## config.mk

```make
export PLATFORM = sky130hd
export DESIGN_NAME = vmnp_root_stage
export DESIGN_NICKNAME = d
export VERILOG_FILES = /design/src/rtl/vmnp_pkg.sv /design/src/rtl/vmnp_root_stage.sv
export SDC_FILE = /design/constraint.sdc
export NUM_CORES = 1
export LEC_CHECK = 0
export CAP_MARGIN = 20
export CORE_MARGIN = 2
export CORE_UTILIZATION = 45
export DETAILED_ROUTE_END_ITERATION = 16
export DONT_BUFFER_PORTS = 1
export MAX_ROUTING_LAYER = met4
export PLACE_DENSITY_LB_ADDON = 0.25
export SYNTH_ARGS = -nofsm -noshare
export SYNTH_HDL_FRONTEND = slang
export SYNTH_SLANG_ARGS = --single-unit
```

## constraint.sdc

```tcl
create_clock -name clk -period 18.54 [get_ports clk]
set_input_delay 1.854 -clock clk [delete_from_list [all_inputs] [get_ports clk]]
set_output_delay 1.854 -clock clk [all_outputs]
set_load 0.01 [all_outputs]
```

## src/rtl/vmnp_pkg.sv

```systemverilog
// Package for the vector magnitude / normal projection block.
// Field widths, output limits, operation codes and the stage tag type.
// No dependencies.
package vmnp_pkg;

  localparam int SAMPLE_BITS = 24;
  localparam int NORMAL_BITS = 16;
  localparam int OUT_BITS    = 25;
  localparam int OUT_MAX     = 14529496;

  localparam logic OP_MAG  = 1'b0;
  localparam logic OP_PROJ = 1'b1;

  typedef struct packed {
    logic vld;
    logic op;
    logic zero;
    logic neg;
  } tag_t;

endpackage

```

## src/rtl/vmnp_root_stage.sv

```systemverilog
// One bit of the shared root / rounded-quotient recurrence.
// Tries bit K of the result against the remaining budget.
// Depends on vmnp_pkg.
module vmnp_root_stage #(
  parameter int S = vmnp_pkg::SAMPLE_BITS,
  parameter int N = vmnp_pkg::NORMAL_BITS,
  parameter int K = 0
) (
  input  logic                      clk,
  input  logic                      rst,
  input  logic                      en,
  input  vmnp_pkg::tag_t            tag_i,
  input  logic [2*S+2*N+1:0]        rem_i,
  input  logic signed [S+2*N+2:0]   acc_i,
  input  logic [2*N-1:0]            step_i,
  input  logic [S-1:0]              q_i,
  output vmnp_pkg::tag_t            tag_o,
  output logic [2*S+2*N+1:0]        rem_o,
  output logic signed [S+2*N+2:0]   acc_o,
  output logic [2*N-1:0]            step_o,
  output logic [S-1:0]              q_o
);

  localparam int RW = 2*S + 2*N + 2;
  localparam int PW = S + 2*N + 3;
  localparam int DW = PW + S + 2;

  logic [PW-1:0] base;
  logic [DW-1:0] delta;
  logic          take;

  assign base  = unsigned'(acc_i + (PW'(step_i) << K));
  assign delta = DW'(base) << (K + 2);
  assign take  = delta <= DW'(rem_i);

  always_ff @(posedge clk) begin
    if (rst) begin
      tag_o <= '0;
    end else if (en) begin
      tag_o <= tag_i;
    end
  end

  always_ff @(posedge clk) begin
    if (en) begin
      step_o <= step_i;
      if (take) begin
        rem_o  <= rem_i - delta[RW-1:0];
        acc_o  <= acc_i + (PW'(step_i) << (K + 1));
        q_o    <= q_i | (S'(1) << K);
      end else begin
        rem_o  <= rem_i;
        acc_o  <= acc_i;
        q_o    <= q_i;
      end
    end
  end

endmodule

```

==> key figures, run 1 <==
Run status
  • Status: complete, no violations

Critical path
  • Critical path peak fanout: 71
  • Arrival time worst endpoint: 9430 ps
  • Worst path required time: 18820 ps
  • Critical Path Slowest Stage Cell: o31ai_4
  • Critical path launch point type: primary input
  • Cells on worst reg2reg path: 2
  • CP Launch Point: acc_i[0]
  • Largest stage delay, worst path: 700 ps
  • Worst r2r src: tag_o[3]
  • CP Class: in2reg
  • Crit. End Element: register
  • Critical path's most frequent cell: a211oi_2

STA
  • Final setup viols: 0
  • Slew Limit Fails: 0
  • Period utilization: 0.494
  • Unrepaired setup endpoints after global routing: false
  • Clock Skews: 0 ps
  • Final-report hold violation count: 0
  • Crit path time final: 9150 ps
  • Setup TNS: 0 ps
  • Worst rel slew slack: 0.275
  • Fmax: 109 MHz
  • Worst slew pin tran: 1080 ps

Pwr
  • Static Leak: 6.30 nW
  • Power Total: 1.61 mW
  • Int Pwr: 1.08 mW
  • Sequential share of power: 0.416
  • PD cells: 97.5 mW/mm2
  • Clock share of power: 0.302
  • Logic pwr share: 0.281
  • P_sw: 0.531 mW
  • Sw Ratio: 0.329
  • Worst vdd ir: 0.0000676 V

Global route
  • Total gr overflow: 0
  • Vias in the first global route: 12200
  • First-pass GRT wire length: 68700 um
  • Number of antenna violations at the first check in global routing: 0
  • Largest net degree at the start of global routing: 202
  • Total Routing Usage GR: 0.251

Yosys
  • Distinct cells, synth: 77
  • Asr flop ratio synth: 0
  • Synth cell count leaders: edfxtp_1, a21oi_1, nor2_1
  • Post-Syn Area: 0.0155 mm2
  • Syn Inst Count: 1613
  • Synth Register Bits: 201
  • Area share of the largest cell type after synthesis: 0.383
  • Avg Cell Area, Syn: 9.59 um2
  • Synthesized Nets: 1943
  • Synth Flop Type: edfxtp_1
  • Register area share after synthesis: 0.388
  • Most area-hungry cell type in the Yosys netlist: edfxtp_1
  • Yosys warning count: 0
  • Synth area leaders: edfxtp_1, ha_1, a21oi_1
  • Cell with the most instances after synthesis: edfxtp_1
  • Post-synth EDFFs: 197

Finish
  • Antenna cells: 0
  • Fraction of layout cells with a size suffix above 1: 0.0621
  • Layout area overhead: 7.06%
  • Fin area: 0.0166 mm2
  • Final Non-Filler Cells: 2042
  • Final Core Density: 0.491
  • Net count, final: 1906

Placed design
  • IO Port Bufs: 0
  • Routability cong.: 0.926
  • Placed Cells incl. Taps: 1998
  • DPL Wire Length: 35800 um
  • Area after DPL: 0.0157 mm2

Clock tree
  • Clock buffer count from CTS: 24
  • Post-CTS sizing: 0
  • Root Buffer: clkbuf_16
  • Longest Clk Path Bufs: 3
  • Setup Buffers After CTS: 0
  • Worst skew pair latency: 540 ps
  • Clock-pin slew of the registers on the worst-case setup and hold paths: 60 ps
  • CTS H-tree depth: 1
  • Hold buffers post-CTS: 0
  • CTS tree: yes
  • Clock sink count: 201

Floorplan
  • Starting Density: 0.459
  • Boundary Pins: 405
  • Die height: 189 um
  • Die ar.: 0.0359 mm2
  • DIE WIDTH: 189 um
  • Rows: 67
  • Floorplan core area: 0.0337 mm2

Detailed routing
  • First-pass DRT Iterations: 8
  • DRC violations left: 0
  • Final WL: 45300 um
  • Antenna-violating nets left: 0
  • Via-to-Cell Ratio: 6.04
  • DR iter-0 viols: 870
  • Drt wl/cell: 22.2 um
  • Via count: 12300

Job
  • Max-Cap Viols: 0

Hold path
  • Hold path start: tag_o[2]
  • Hold Crit Class: reg2reg
  • Cell depth of the worst min-delay path: 2
==> sequential cells by signal, summed over array words and instances, names as in the netlist <==
register  cells
tag_o         4
step_o       32
rem_o        82
acc_o        59
q_o          24
==> final cells by class <==
class,instances,area [um2]
clock buffers,31,657
clock inverters,13,164
fillers,3218,17100
inverters,32,120
multi-input cells,1314,9030
flip-flops and latches,201,6000
well taps,448,561
repair buffers,3,22.5
==> critical path, delay by kind of cell <==
kind	cells	cell delay, ps
compound gates	11	3260
simple gates	7	2120
fa+ha+maj	3	1040
buf+inv	2	750
xor+xnor	2	360
==> power by group through the flow <==
stage	logic, mW	clock network (mW)	registers, mW
after floorplan	0.360	0	0.656
after global placement	0.447	0	0.682
after detailed placement	0.449	0	0.681
after CTS	0.453	0.498	0.673
after global routing	0.509	0.513	0.676
final	0.454	0.488	0.671
==> final timing paths <==
path                to  slack, ps
min           tag_o[2]        560
max          acc_o[45]       9390
max reg2reg   tag_o[3]      17890
min reg2reg   tag_o[2]        560
==> per-stage QoR <==
| step | hold slack, ps | worst slack, ps |
|---|---|---|
| floorplan | 528 | 11400 |
| global placement | 550 | 8980 |
| detailed placement | 557 | 8860 |
| CTS | 565 | 9390 |
| global route | 593 | 8690 |
| finish | 563 | 9390 |
==> placed cells by master (no fill, tap or decap), types with 8 or more instances in the layout <==
| master | instances |
|---|---|
| a211oi_1 | 9 |
| a21o_1 | 69 |
| a21oi_1 | 190 |
| a31oi_1 | 11 |
| and2_1 | 10 |
| and3_1 | 24 |
| and4_1 | 8 |
| clkbuf_16 | 24 |
| edfxtp_1 | 197 |
| ha_1 | 123 |
| inv_1 | 32 |
| mux2_2 | 23 |
| nand2_1 | 112 |
| nand2b_1 | 13 |
| nand3_1 | 43 |
| nand4_1 | 51 |
| nor2_1 | 157 |
| nor2b_1 | 13 |
| nor3_1 | 24 |
| nor4_1 | 14 |
| o21a_1 | 19 |
| o21ai_0 | 68 |
| o21bai_1 | 23 |
| xnor2_1 | 98 |
| xor2_1 | 88 |
==> per-layer routing <==
| metal | up-vias | routed length (um) | GRT usage |
|---|---|---|---|
| met2 | 457 | 21800 | 0.422 |
| met3 | 63 | 3750 | 0.0651 |
| met4 | 0 | 1040 | 0.0632 |
| met1 | 5858 | 18600 | 0.301 |
| li1 | 5960 | - | - |
| met5 | - | 0 | - |
==> kinds of logic (layout without fill, tap and decap cells) <==
family,Yosys count,in the layout,share of synthesized area
flops,201,201,0.388
mux,27,27,0.0193
simple gates,505,505,0.162
compound gates,470,470,0.194
xor+xnor,186,186,0.105
fa+ha+maj,126,126,0.103
buf+inv,98,79,0.0280
Note: power is estimated with default switching activity, not from simulation.
==> run 2: changes to the inputs <==
==> constraint.sdc (replaced) <==
create_clock -name clk -period 8.29 [get_ports clk]
set_input_delay 0.829 -clock clk [delete_from_list [all_inputs] [get_ports clk]]
set_output_delay 0.829 -clock clk [all_outputs]
set_load 0.01 [all_outputs]
==> run 2 against run 1 <==
Compared with the run above:
- clock skew unchanged
- utilization rose by 0.13 points
- via count shrank 0.75%
- first-iteration DRC count is 12% higher
- power up 120%
- register-to-register slack got worse by 10000 ps
- global-route usage decreased by 0.24 points
- combinational power grew 120%
- critical path depth decreased by 1
- flip-flop and latch count unchanged
- die area unchanged
- critical endpoint is now acc_o[35]
- largest cell class unchanged
- largest power group unchanged
==> key figures, run 2 (same netlist as run 1, synthesis figures left out) <==
STA
  • Final-report hold violation count: 0 (unchanged)
  • Unrepaired setup endpoints after global routing: false
  • Worst rel slew slack: 0.387 (+0.112)
  • Fmax: 142 MHz
  • Final setup viols: 0 (unchanged)
  • Crit path time final: 7060 ps
  • Setup TNS: 0 ps (unchanged)
  • Slew Limit Fails: 0 (unchanged)
  • Clock Skews: 0 ps (unchanged)
  • Period utilization: 0.852
  • Worst slew pin tran: 911 ps (-166 ps)

Finish
  • Fillcell total: 3148 (-2.2%)
  • Net count, final: 1909 (+0.16%)
  • Final Core Density: 0.492 (+0.00126)
  • Antenna cells: 0 (unchanged)
  • Fraction of layout cells with a size suffix above 1: 0.0645 (+0.00239)
  • Top flop regs: rem_o (82), acc_o (59), step_o (32)
  • Register name with the most flops: rem_o
  • Most common cell after layout, fill and taps aside: edfxtp_1
  • Layout area overhead: 7.33%
  • Fin area: 0.0166 mm2 (+0.26%)
  • Max FFs per register: 82 (unchanged)
  • Most frequent cells in the layout: edfxtp_1, a21oi_1, nor2_1

Global route
  • Vias in the first global route: 12000 (-1.2%)
  • Largest net degree at the start of global routing: 202 (unchanged)
  • GRT busiest layer: met2
  • Total gr overflow: 0 (unchanged)
  • Number of antenna violations at the first check in global routing: 0 (unchanged)
  • Met1 usage: 0.307 (+0.00598)
  • Met3 Track Usage GR: 0.0641 (-0.000927)
  • Met2 Use GR: 0.408 (-0.0144)
  • Total Routing Usage GR: 0.249 (-0.00244)
  • First-pass GRT wire length: 68300 um (-0.66%)

Floorplan
  • Die ar.: 0.0359 mm2 (unchanged)
  • Rows: 67 (unchanged)
  • Starting Density: 0.459 (unchanged)
  • Floorplan core area: 0.0337 mm2 (unchanged)
  • Die height: 189 um (unchanged)
  • DIE WIDTH: 189 um (unchanged)
  • Boundary Pins: 405 (unchanged)

Detailed routing
  • Drt wl/cell: 21.9 um (-1.1%)
  • Via count: 12200 (-0.75%)
  • DR iter-0 viols: 978 (+12%)
  • Final WL: 44800 um (-0.99%)
  • First-pass DRT Iterations: 5 (-3)
  • Via-to-Cell Ratio: 5.99 (-0.90%)
  • DRC violations left: 0 (unchanged)
  • Antenna-violating nets left: 0 (unchanged)

Critical path
  • Worst r2r src: tag_o[1]
  • Reg2reg end: tag_o[1]
  • CP Cell Sequence: ha_1 > inv_1 > fa_1 > nor2b_1 > o31a_1 > o31a_1 > a211oi_2 > a21oi_2 > a211oi_2 > o31a_2 > o31ai_4 > nand3_1 > xor2_1 > ha_1 > nand4_1 > nor4_1 > nand4_1 > o211ai_1 > a211oi_2 > nand3_4 > o21ai_2 > a21oi_2 > nand3_1 > xnor2_1
  • Critical path launch point type: primary input
  • CP Class: in2reg
  • Cells on worst reg2reg path: 2 (unchanged)
  • Largest delay share family, worst path: compound AO/OA/AOI/OAI gates
  • Largest stage delay, worst path: 710 ps (about the same)
  • Crit path depth: 24 (-4.0%)
  • R2R Setup Slk: 7650 ps (-10240 ps)
  • Crit. End Element: register
  • Arrival time worst endpoint: 7350 ps (-2080 ps)
  • Worst path required time: 8580 ps (-10240 ps)
  • WP buf/inv: 1 (-1)
  • Critical Path Slowest Stage Cell: nor4_1
  • Critical path's most frequent cell: a211oi_2
  • Critical path peak fanout: 15 (-79%)

Placed design
  • IO Port Bufs: 0 (unchanged)
  • Area after DPL: 0.0158 mm2 (+0.22%)
  • Routability cong.: 0.907 (-2.1%)
  • DPL Wire Length: 35500 um (-0.72%)

Clock tree
  • Setup Buffers After CTS: 0 (unchanged)
  • Hold buffers post-CTS: 0 (unchanged)
  • CTS H-tree depth: 1 (unchanged)
  • Clock buffer count from CTS: 24 (unchanged)
  • Longest Clk Path Bufs: 3 (unchanged)
  • Root Buffer: clkbuf_16
  • Post-CTS sizing: 0 (unchanged)
  • Clock sink count: 201 (unchanged)
  • Clock-pin slew of the registers on the worst-case setup and hold paths: 60 ps (about the same)
  • CTS tree: yes
  • Worst skew pair latency: 540 ps (about the same)

Run status
  • Status: complete, no violations

Hold path
  • Cell depth of the worst min-delay path: 1 (-1)
  • Worst Hold End: tag_o[3]
  • Hold Crit Class: in2reg
  • Hold path start: rst

Job
  • Max-Cap Viols: 0 (unchanged)

Pwr
  • Worst vdd ir: 0.000153 V (+130%)
  • PD cells: 217 mW/mm2 (+120%)
  • Static Leak: 6.33 nW (+0.43%)
run 2: changes by cell type in the layout (fill, tap and decap cells not counted):
| cell | change |
|---|---|
| clkbuf_8 | +3 |
| bufinv_16 | -1 |
| clkinv_1 | -1 |
| inv_6 | +2 |
| buf_4 | +2 |
| clkinv_2 | -2 |
| clkinvlp_4 | -1 |
| buf_12 | +1 |
run 2: metrics by stage:
stage	worst slack (ps)	power (mW)	hold WS (ps)	std cells
finish	1230	3.61	351	2045
global route	736	3.80	343	2045
CTS	1190	3.64	333	2045
detailed placement	668	2.53	553	2001
global placement	680	2.53	551	2001
floorplan	2180	2.27	528	1613
run 2: power breakdown:
part / leakage [nW] / internal (mW) / switching [mW]
Combinational: 3.97 / 0.431 / 0.584
Clock: 0.398 / 0.654 / 0.439
Sequential: 1.96 / 1.33 / 0.167
run 2: area by class of cell:
cell class / instances / area [um2] / share of cell area
Multi-Input combinational cell: 1314 / 9030 / 0.544
Inverter: 32 / 120 / 0.00724
Clock inverter: 10 / 130 / 0.00784
Clock buffer: 34 / 698 / 0.0421
Sequential cell: 201 / 6000 / 0.361
Tap cell: 448 / 561 / 0.0338
Timing Repair Buffer: 6 / 57.6 / 0.00347
run 2: metal layers:
metal / share of wire / up-vias
met5: 0 / -
met3: 0.087 / 48
li1: - / 5960
met2: 0.47 / 462
met1: 0.42 / 5775
met4: 0.021 / 0
run 2: worst reg2reg max path: cells and delay by family, from the launching register on:
kind,cells,cell delay (ps)
DFF,1,380
and+or+nand+nor,1,110
muxes,1,90
run 2: how the worst max path moves through the flow:
stage,start,to,slack (ps)
2_1_floorplan,acc_i[0],acc_o[49],2180
3_3_place_gp,acc_i[0],acc_o[35],680
3_5_place_dp,acc_i[0],acc_o[35],670
4_1_cts,acc_i[0],acc_o[35],1190
5_1_grt,acc_i[0],acc_o[35],740
6_report,acc_i[0],acc_o[35],1230
==> run 3: changes to the inputs <==
==> constraint.sdc (replaced) <==
create_clock -name clk -period 8.29 [get_ports clk]
set_input_delay 0.4145 -clock clk [delete_from_list [all_inputs] [get_ports clk]]
set_output_delay 0.4145 -clock clk [all_outputs]
set_load 0.01 [all_outputs]
==> run 3 against run 2 <==
Compared with the run above:
- global-route usage increased by 0.40 points
- register-to-register slack worse by 50 ps
- clock-buffer cell count is 9 lower
- combinational power about the same
- largest cell class unchanged
- largest power group unchanged
==> key figures, run 3 (same netlist as run 1, synthesis figures left out) <==
Run status
  • Status: complete, no violations

STA
  • Setup ws final: 1390 ps (+163 ps)
  • Final-report hold violation count: 0 (unchanged)
  • Clock Skews: 0 ps (unchanged)
  • Hold slack final: 36.1 ps (-315 ps)
  • Period utilization: 0.832 (-0.0197)
  • Worst slew pin tran: 922 ps (+10.6 ps)
  • Final setup viols: 0 (unchanged)
  • Slew Limit Fails: 0 (unchanged)
  • Crit path time final: 6900 ps (-163 ps)
  • Worst rel slew slack: 0.386 (-0.00146)
  • Unrepaired setup endpoints after global routing: false
  • Fmax: 145 MHz (+2.4%)
  • Setup TNS: 0 ps (unchanged)

Detailed routing
  • Antenna-violating nets left: 0 (unchanged)
  • DRC violations left: 0 (unchanged)
  • DR iter-0 viols: 895 (-8.5%)
  • Via-to-Cell Ratio: 6.01 (+0.29%)
  • First-pass DRT Iterations: 6 (+1)
  • Final WL: 45600 um (+1.6%)
  • Drt wl/cell: 21.7 um (-1.2%)
  • Via count: 12600 (+3.2%)

Finish
  • Most frequent cells in the layout: edfxtp_1, a21oi_1, nor2_1
  • Final Non-Filler Cells: 2104 (+2.9%)
  • Net count, final: 1969 (+3.1%)
  • Max FFs per register: 82 (unchanged)
  • Fraction of layout cells with a size suffix above 1: 0.0610 (-0.00351)
  • Layout area overhead: 10.8%
  • Fin area: 0.0171 mm2 (+3.2%)
  • Final Core Density: 0.508 (+0.0157)
  • Register name with the most flops: rem_o
  • Most common cell after layout, fill and taps aside: edfxtp_1
  • Top flop regs: rem_o (82), acc_o (59), step_o (32)
  • Antenna cells: 0 (unchanged)

Global route
  • Total gr overflow: 0 (unchanged)
  • Number of antenna violations at the first check in global routing: 0 (unchanged)
  • Total Routing Usage GR: 0.253 (+0.00403)
  • Met3 Track Usage GR: 0.0610 (-0.00315)
  • Met1 usage: 0.308 (+0.00198)
  • First-pass GRT wire length: 69500 um (+1.8%)
  • GRT busiest layer: met2
  • Largest net degree at the start of global routing: 201 (-0.50%)
  • Met2 Use GR: 0.425 (+0.0176)
  • Vias in the first global route: 12400 (+3.0%)

Clock tree
  • CTS H-tree depth: 1 (unchanged)
  • Setup Buffers After CTS: 0 (unchanged)
  • Post-CTS sizing: 0 (unchanged)
  • Clock-pin slew of the registers on the worst-case setup and hold paths: 60 ps (about the same)
  • Clock buffer count from CTS: 24 (unchanged)
  • Longest Clk Path Bufs: 3 (unchanged)
  • Clock sink count: 201 (unchanged)
  • Worst skew pair latency: 540 ps (about the same)
  • Hold buffers post-CTS: 61 (+61)
  • Root Buffer: clkbuf_16
  • CTS tree: yes

Placed design
  • Routability cong.: 0.913 (+0.67%)
  • Area after DPL: 0.0158 mm2 (about the same)
  • DPL Wire Length: 35200 um (-0.78%)
  • IO Port Bufs: 0 (unchanged)
  • Place WS: 916 ps (+247 ps)
  • Placed Cells incl. Taps: 1999 (-0.10%)

Hold path
  • Cell depth of the worst min-delay path: 2 (+1)
  • Hold Crit Class: in2reg

Critical path
  • Critical path peak fanout: 37 (+22)
  • Critical path's most frequent cell: a211oi_2
  • Arrival time worst endpoint: 7180 ps (-170 ps)
  • CP Cell Sequence: ha_1 > inv_1 > fa_1 > nor2b_1 > o31a_1 > o31a_1 > a211oi_2 > a21oi_2 > a211oi_2 > o31a_2 > o31ai_4 > nand3_1 > xor2_1 > ha_1 > nand4_1 > nor4_1 > nand4_1 > o211ai_1 > a211oi_2 > nand3_4 > o21ai_2 > a21oi_2 > nand3_1 > xnor2_1
  • Crit. End Element: register
  • Largest stage delay, worst path: 710 ps (about the same)
  • Critical path launch point type: primary input
  • Worst path required time: 8570 ps (about the same)
  • Cells on worst reg2reg path: 2 (unchanged)
  • CP Class: in2reg
  • Critical Path Slowest Stage Cell: nor4_1

Pwr
  • Static Leak: 6.54 nW (+3.4%)
  • Power Total: 3.56 mW (-1.4%)
  • PD cells: 208 mW/mm2 (-4.4%)
  • Worst vdd ir: 0.000155 V (+1.4%)

Floorplan
  • Die height: 189 um (unchanged)
  • Floorplan core area: 0.0337 mm2 (unchanged)
  • Rows: 67 (unchanged)
  • DIE WIDTH: 189 um (unchanged)
  • Starting Density: 0.459 (unchanged)
  • Die ar.: 0.0359 mm2 (unchanged)
  • Boundary Pins: 405 (unchanged)

Job
  • Max-Cap Viols: 0 (unchanged)
[run 3: changes by cell type in the layout (fill, tap and decap cells not counted), sizes merged]
cell / change
clkbuf: -9
dlygate4sd3: +62
bufinv: -1
clkinv: +8
clkinvlp: +1
buf: -2
[run 3: path summary, 6_finish.rpt]
kind,startpoint,endpoint,slack (ps)
setup / recovery,acc_i[0],acc_o[41],1390
hold / removal,tag_i[3],tag_o[3],40
setup reg to reg,tag_o[1],tag_o[1],7600
hold reg to reg,tag_o[3],tag_o[3],570
[run 3: area by class of cell]
type	instances	area (um2)
Clock inverter	18	149
Tap cell	448	561
Timing Repair Buffer	66	663
Clock buffer	25	604
Multi-Input combinational cell	1314	9030
Inverter	32	120
Sequential cell	201	6000
Fill cell	3151	16600
[run 3: metal layers]
layer	vias to the layer above	routed length, um
li1	6087	-
met1	5993	18900
met2	496	22000
met3	59	3810
met4	0	895
met5	-	0
[run 3: worst max-delay path, delay by kind of cell]
kind | cells | cell delay, ps
buf+inv | 1 | 70
xor+xnor | 2 | 350
simple gates | 7 | 2060
fa+ha+maj | 3 | 1050
compound gates | 11 | 3200
[run 3: power breakdown]
group,total [mW],internal [mW],leakage (nW),switching (mW)
Clock,1.02,0.568,0.364,0.453
Sequential,1.50,1.33,1.96,0.168
Combinational,1.04,0.450,4.22,0.587
